**config.mk**
```make
export PLATFORM = sky130hd
export DESIGN_NAME = gbp_queue
export DESIGN_NICKNAME = d
export VERILOG_FILES = /design/src/gbp_pkg.sv /design/src/gbp_queue.sv
export SDC_FILE = /design/constraint.sdc
export NUM_CORES = 1
export LEC_CHECK = 0
export BUFFER_PORTS_ARGS = -buffer_cell sky130_fd_sc_hd__buf_4
export CORE_MARGIN = 2
export CORE_UTILIZATION = 42
export CTS_BUF_LIST = sky130_fd_sc_hd__clkbuf_4
export CTS_CLUSTER_DIAMETER = 40
export DETAILED_ROUTE_END_ITERATION = 8
export PLACE_DENSITY_LB_ADDON = 0.08
export SLEW_MARGIN = 20
export SYNTH_ARGS = -nofsm -noshare
export SYNTH_HDL_FRONTEND = slang
export SYNTH_SLANG_ARGS = --single-unit
```
**constraint.sdc**
```tcl
create_clock -name aclk -period 3.7 [get_ports aclk]
set_input_delay 0.74 -clock aclk [delete_from_list [all_inputs] [get_ports aclk]]
set_output_delay 0.74 -clock aclk [all_outputs]
set_load 0.05 [all_outputs]
```
**src/gbp_pkg.sv**
```systemverilog
`timescale 1ns / 1ps

package gbp_pkg;

    localparam int PC_W             = 32;
    // Word address: the PC without its two byte-offset bits.
    localparam int WORD_W           = PC_W - 2;
    localparam int DEF_BTB_ENTRIES  = 64;
    localparam int DEF_HISTORY_BITS = 10;
    localparam int QUEUE_DEPTH      = 2;

    localparam int S_TDATA_W = 72;
    localparam int M_TDATA_W = 40;

    // Layout of one queued item; the buffer index sits on top of the fixed fields.
    localparam int ITEM_KIND    = 0;
    localparam int ITEM_TAKEN   = 1;
    localparam int ITEM_PC_LSB  = 2;
    localparam int ITEM_TGT_LSB = ITEM_PC_LSB + PC_W;
    localparam int ITEM_BI_LSB  = ITEM_TGT_LSB + PC_W;

    localparam logic KIND_PREDICT = 1'b0;
    localparam logic KIND_UPDATE  = 1'b1;

    localparam logic [1:0] CTR_MIN        = 2'd0;
    localparam logic [1:0] CTR_WEAK_TAKEN = 2'd2;
    localparam logic [1:0] CTR_MAX        = 2'd3;

    localparam logic [PC_W-1:0] PC_STEP = 32'd4;

    typedef enum logic [2:0] {
        F_IDLE,
        F_MUL,
        F_DIV,
        F_REM,
        F_PUSH
    } front_state_t;

    typedef enum logic [1:0] {
        B_CLEAR,
        B_IDLE,
        B_EXEC
    } back_state_t;

endpackage

```
**src/gbp_queue.sv**
```systemverilog
`timescale 1ns / 1ps

module gbp_queue #(
    parameter int WIDTH = 68
) (
    input  logic             aclk,
    input  logic             aresetn,
    input  logic             in_valid,
    output logic             in_ready,
    input  logic [WIDTH-1:0] in_data,
    output logic             out_valid,
    input  logic             out_ready,
    output logic [WIDTH-1:0] out_data
);

    localparam int DEPTH = gbp_pkg::QUEUE_DEPTH;
    localparam int PTR_W = (DEPTH > 1) ? $clog2(DEPTH) : 1;
    localparam int CNT_W = $clog2(DEPTH + 1);

    logic [WIDTH-1:0] mem [DEPTH];
    logic [PTR_W-1:0] wr_ptr_reg, wr_ptr_next;
    logic [PTR_W-1:0] rd_ptr_reg, rd_ptr_next;
    logic [CNT_W-1:0] count_reg, count_next;
    logic             push, pop;

    assign in_ready  = (count_reg != CNT_W'(DEPTH));
    assign out_valid = (count_reg != '0);
    assign out_data  = mem[rd_ptr_reg];
    assign push      = in_valid && in_ready;
    assign pop       = out_valid && out_ready;

    always_comb begin
        wr_ptr_next = wr_ptr_reg;
        rd_ptr_next = rd_ptr_reg;
        count_next  = count_reg;
        if (push) begin
            wr_ptr_next = (wr_ptr_reg == PTR_W'(DEPTH - 1)) ? '0 : wr_ptr_reg + 1'b1;
        end
        if (pop) begin
            rd_ptr_next = (rd_ptr_reg == PTR_W'(DEPTH - 1)) ? '0 : rd_ptr_reg + 1'b1;
        end
        if (push && !pop) begin
            count_next = count_reg + 1'b1;
        end else if (pop && !push) begin
            count_next = count_reg - 1'b1;
        end
    end

    always_ff @(posedge aclk) begin
        if (!aresetn) begin
            wr_ptr_reg <= '0;
            rd_ptr_reg <= '0;
            count_reg  <= '0;
        end else begin
            wr_ptr_reg <= wr_ptr_next;
            rd_ptr_reg <= rd_ptr_next;
            count_reg  <= count_next;
        end
    end

    always_ff @(posedge aclk) begin
        if (push) begin
            mem[wr_ptr_reg] <= in_data;
        end
    end

endmodule

```
==> results.md, run 1 <==
- Die Span Y: 115.6 microns
- ANT cells: 0
- Synth warn: 0
- Clock power share: 16.6%
- Residual DRC: 0
- Largest register FFs: 136
- Reg2reg end: mem[1][43]
- Synth Area in Simple Gates: 1.245%
- Resize count post-CTS: 0
- Global route total overflow: 0
- R2R cell count: 2
- Clock Skews: 0.009449 ns
- Gp weighted congestion: 0.7015
- Wire length per cell: 15.50 microns
- GRT Util Overall: 13.86%
- Routed vias: 2,596
- Fmax: 343.3 MHz
- WHS: 0.3987 ns
- Metal3 WL: 664 microns
- Chip Width: 115.6 microns
- Initial Util: 43.33%
- Worst reg2reg startpoint: count_reg[0]
- WHS Path Cells: 1
- Vias in the first global route: 2,730
- Seq pwr share: 43.6%
- Sw Pwr: 0.001838 W
- Outcome: complete, no violations
- Slew of the pin with the lowest slew margin: 0.9543 ns
- Final period util: 78.73%
- Met2 wire length: 4.494 mm
- Initial antenna violation count: 0
- CTS sink count: 141
- Post-Synth Adder-Cell Area: 0.2394%
- TritonRoute pass-1 iters: 4
- Mux share of post-synthesis cell area: 16.09%
- First-pass GRT wire length: 13.43 mm
- Mapped Cells: 236
- Fillers: 970
- P_int: 0.003027 W
- Post-Route M1 WL: 3.491 mm
- NumNets Final: 463
- R2R setup slack: 1.83 ns
- Worst Setup End Kind: primary output
- Root buf cell: clkbuf_4
- Comb power frac: 39.8%
- Switching share of power: 37.79%
- Share of cells above drive strength 1: 60.35%
- Hold violation count in the final report: 0
- Depth of the CTS H-tree: 4
- Sequential area share after synthesis: 80.06%
- Mapped cell area: 5226 sq um
- Worst vdd ir: 0.0004118 V
- P&R area growth vs syn: 28.32%
- Largest net degree at the start of global routing: 69
- Core ar.: 12,060 sq um
- Post-synthesis register bit count: 141
- Via density: 4.562
- CTS Buf Count: 17
- Relative slew slack: 36.38%
- Hold Path Origin: in_data[55]
- Row count: 40
- Period minus WS final: 2.913 ns
- Clock-pin slew on the worst setup and hold paths: 0.11 ns
- # hold bufs at CTS: 0
- Largest family of logic cells by synthesized area: multiplexers
- Post-synthesis net count: 309
- Pleak: 2.506 nW
- Critical Path RT: 2.96 ns
- Final ANT Viol Nets: 0
- Top-level I/O count: 142
- Die ar.: 13,350 sq um
- Worst Setup Start Kind: flop
- CTS tree: built
- Hold-critical path endpoint: mem[0][55]
- Setup violators final: 0
- DP HPWL: 5.637 mm
- Hold Path Class: input port to flop
- Yosys cell types: 22
- PortBufs: 141
- Max-cap violations: 0
- Data arrival, critical path: 2.17 ns
- Initial detailed-routing violation count: 100
- Synth Area in XOR/XNOR: 0.5028%
- CTS max path bufs: 2
- Setup tns final: 0 ns
- PwrDens: 725.5 nW/um^2
- Worst-Skew Late Latency: 0.52 ns
- Highest routed layer: met4
- Post-synthesis compound-gate area fraction: 0.6703%
- Postcts setup bufs: 0
- Critical path fanouts, max: 47
- RSZ-0062 raised after global routing: no
- Mean Syn Cell Area: 22.15 sq um
- Final wirelength: 8.822 mm
- Slew Limit Fails: 0
- Critical path class: flop to primary output
==> power groups by stage <==
| stage | clock [W] | combinational, W | sequential [W] |
|---|---|---|---|
| 5_1_grt | 0.000903 | 0.00203 | 0.00215 |
| 6_report | 0.000808 | 0.00194 | 0.00212 |
| 3_5_place_dp | 0 | 0.00196 | 0.00217 |
| 4_1_cts | 0.000847 | 0.00197 | 0.00213 |
| 3_3_place_gp | 0 | 0.00195 | 0.00216 |
| 2_1_floorplan | 0 | 0.00150 | 0.00208 |
==> kinds of logic after synthesis <==
group,after synthesis
flops,141
mux,68
buf+inv,9
simple gates,9
compound gates,5
xor+xnor,3
fa+ha+maj,1
==> stage by stage <==
step | utilization [%] | total power, W | setup WS [ns] | instance area, sq um | std cells
after CTS | 55.60 | 0.004943 | 0.6874 | 6706 | 569
after global routing | 55.60 | 0.005084 | 0.6379 | 6706 | 569
after global placement | 53.77 | 0.004111 | 1.297 | 6485 | 539
after detailed placement | 53.77 | 0.004129 | 1.304 | 6485 | 539
after floorplan | - | 0.003583 | 0.8816 | 5226 | 236
final | 55.60 | 0.004865 | 0.7869 | 6706 | 569
==> cell usage in the layout, fill, tap and decap left out <==
cell type	synthesis	routed
a21boi_0	1	1
o21ai_0	1	1
nand3b_1	1	1
nand2b_4	1	1
ha_1	1	1
clkinv_1	0	5
xor2_1	1	1
a21bo_2	1	1
dfxtp_1	5	4
buf_12	0	2
a21boi_1	1	1
mux2_2	48	48
or3_1	1	1
and3_4	0	1
clkinv_2	0	3
buf_4	0	141
and2_1	4	4
dfxtp_4	0	1
clkinvlp_4	0	2
clkbuf_4	0	19
mux2_4	20	20
xnor2_1	2	2
inv_2	0	1
or2_2	1	1
o21ai_1	1	1
edfxtp_1	136	136
bufinv_16	0	1
==> Yosys cell counts <==
library cell,n,share of area [%]
mux2_2,48,10
clkbuf_2,1,0.096
or2_2,1,0.12
mux2_4,20,5.7
and2_1,4,0.48
buf_2,4,0.38
dfxtp_1,5,1.9
a21bo_2,1,0.19
buf_6,3,0.65
ha_1,1,0.24
o21ai_1,1,0.096
inv_1,1,0.072
a21boi_1,1,0.14
and3_1,1,0.12
nand3b_1,1,0.14
edfxtp_1,136,78
a21boi_0,1,0.14
xor2_1,1,0.17
nand2b_4,1,0.26
xnor2_1,2,0.34
or3_1,1,0.12
o21ai_0,1,0.096
==> worst max-delay path: stages, from the launching register on <==
cell and delay, ns:
dfxtp_4 0.81, buf_12 0.29, mux2_2 0.35, buf_4 0.19
==> how the worst max path moves through the flow <==
stage               cells after the start      endpoint     start
finish                                  3  out_data[48]      flop
CTS                                     3  out_data[48]      flop
detailed placement                      3  out_data[48]      flop
global placement                        3  out_data[67]      flop
floorplan                               1     mem[1][0]  in_valid
global route                            3  out_data[52]      flop
==> area by class of cell <==
cell class	instances	area (sq um)	area share (%)
Clock buffer	19	142.6	2.127
Tap cell	168	210.2	3.134
Inverter	1	3.754	0.05597
Timing Repair Buffer	143	1099	16.38
Sequential cell	141	4188	62.44
Clock inverter	11	78.83	1.175
Multi-Input combinational cell	86	984.7	14.68
==> routing by layer <==
layer | GRT usage (%) | vias up
met5 | 0 | -
met4 | 6.988 | 0
met3 | 5.649 | 14
met2 | 23.12 | 99
met1 | 15.36 | 1245
li1 | - | 1238
(Power assumes the default switching activity.)
==> run 2, diff against run 1 <==
clock period = 2.93 ns   (was 3.7 ns; I/O delays follow)
==> run 2 against run 1 <==
Sequential cell count unchanged. Worst hold slack got worse by 0.17 ns. Sequential power increased by 25%. Via count increased by 1.8%. Power increased by 29%. Clock power increased by 42%. First-iteration DRC count increased by 11%.
==> results.md, run 2 (synthesis gave the netlist of run 1 again) <==
- Fmax: 375.6 MHz
- Largest register FFs: 136 (unchanged)
- Root buf cell: clkbuf_4 (unchanged)
- Critical path class: flop to primary output (unchanged)
- Wire length per cell: 15.99 microns (was 15.50 microns)
- Most frequent cells in the layout: buf_4, edfxtp_1, mux2_2 (unchanged)
- ANT cells: 0 (unchanged)
- Outcome: complete, no violations (unchanged)
- Final period util: 90.87%
- Setup violators final: 0 (unchanged)
- Postcts setup bufs: 0 (unchanged)
- Routed vias: 2,642 (was 2,596)
- Worst Setup Start Kind: flop (unchanged)
- Worst vdd ir: 0.0005632 V (was 0.0004118 V)
- NumNets Final: 466 (was 463)
- PwrDens: 929.8 nW/um^2 (was 725.5 nW/um^2)
- Pleak: 2.550 nW (was 2.506 nW)
- Chip Width: 115.6 microns (unchanged)
- Vias in the first global route: 2,767 (was 2,730)
- PortBufs: 141 (unchanged)
- Slew of the pin with the lowest slew margin: 0.6115 ns (was 0.9543 ns)
- Share of cells above drive strength 1: 61.08% (was 60.35%)
- Row count: 40 (unchanged)
- Global route total overflow: 0 (unchanged)
- Clock Skews: 0.01505 ns (was 0.009449 ns)
- Data arrival, critical path: 2.08 ns (was 2.17 ns)
- CTS max path bufs: 2 (unchanged)
- Hold violation count in the final report: 0 (unchanged)
- Largest net degree at the start of global routing: 44 (was 69)
- Period minus WS final: 2.662 ns
- Max-cap violations: 0 (unchanged)
- DP HPWL: 5.846 mm (was 5.637 mm)
- Worst Setup End Kind: primary output (unchanged)
- WHS: 0.2308 ns (was 0.3987 ns)
- Die ar.: 13,350 sq um (unchanged)
- Resize count post-CTS: 0 (unchanged)
- P&R area growth vs syn: 29.45% (was 28.32%)
- Setup tns final: 0 ns (unchanged)
- Slew Limit Fails: 0 (unchanged)
- TritonRoute pass-1 iters: 4 (unchanged)
- Initial detailed-routing violation count: 111 (was 100)
- Initial antenna violation count: 0 (unchanged)
- CTS sink count: 141 (unchanged)
- Relative slew slack: 59.23% (was 36.38%)
- RSZ-0062 raised after global routing: no (unchanged)
- First-pass GRT wire length: 13.79 mm (was 13.43 mm)
- Top-level I/O count: 142 (unchanged)
- CTS Buf Count: 17 (unchanged)
- Gp weighted congestion: 0.6712 (was 0.7015)
- Final wirelength: 9.181 mm (was 8.822 mm)
- Most common cell after layout, fill and taps aside: buf_4 (unchanged)
- Clock-pin slew on the worst setup and hold paths: 0.11 ns (about the same)
- Final ANT Viol Nets: 0 (unchanged)
- CTS tree: built (unchanged)
- Via density: 4.603 (was 4.562)
- Die Span Y: 115.6 microns (unchanged)
- Core ar.: 12,060 sq um (unchanged)
- Critical Path RT: 2.34 ns (was 2.96 ns)
- Critical path fanouts, max: 27 (was 47)
- Worst-Skew Late Latency: 0.53 ns (was 0.52 ns)
- Residual DRC: 0 (unchanged)
- Hold Path Class: input port to flop (unchanged)
- # hold bufs at CTS: 0 (unchanged)
- Depth of the CTS H-tree: 4 (unchanged)
- Initial Util: 43.33% (unchanged)
- GRT Util Overall: 14.35% (was 13.86%)
==> run 2: stage by stage <==
stage	power, W	worst slack (ns)	instance area, sq um	utilization, %	instances
after global routing	0.006567	0.1402	6765	56.09	574
after floorplan	0.004524	0.1706	5226	-	236
after global placement	0.005204	0.8363	6507	53.95	542
final	0.006290	0.2676	6765	56.09	574
after detailed placement	0.005228	0.8107	6507	53.95	542
after CTS	0.006379	0.1890	6765	56.09	574
==> run 2: layout make-up <==
class / count / area, sq um
fill: 1003 / 5296
sequential: 141 / 4188
timing repair buffer: 146 / 1121
multi-input combinational: 86 / 984.7
tap: 168 / 210.2
clock buffer: 21 / 157.7
clock inverter: 11 / 100.1
inverter: 1 / 3.754
==> run 2: critical path: stages, from the launching register on <==
cell,delay [ns]
dfxtp_4,0.63
buf_4,0.33
mux2_2,0.37
buf_4,0.19
==> run 2: layer usage <==
metal	part of all wire [%]	wire, microns	vias up	GRT usage, %
met5	0	0	-	0
met3	6.7	611	9	6.172
met1	42	3867	1294	16.70
li1	-	-	1249	-
met4	1.3	119	0	7.229
met2	50	4582	90	22.81
==> run 2: worst paths after layout <==
check	start	cells after the start	end	slack [ns]
worst min register to register	count_reg[1]	2	count_reg[1]	0.57
worst min-delay path	in_data[2]	1	mem[0][2]	0.23
worst max register to register	count_reg[0]	3	mem[1][17]	1.18
worst max-delay path	flop	3	out_data[67]	0.27
==> run 2: where the power goes <==
part / total, W / switching [W] / internal, W / leakage (nW)
registers: 0.00264 / 0.000125 / 0.00252 / 1.31
clock network: 0.00115 / 0.000622 / 0.000526 / 0.151
logic: 0.00250 / 0.00160 / 0.000901 / 1.09
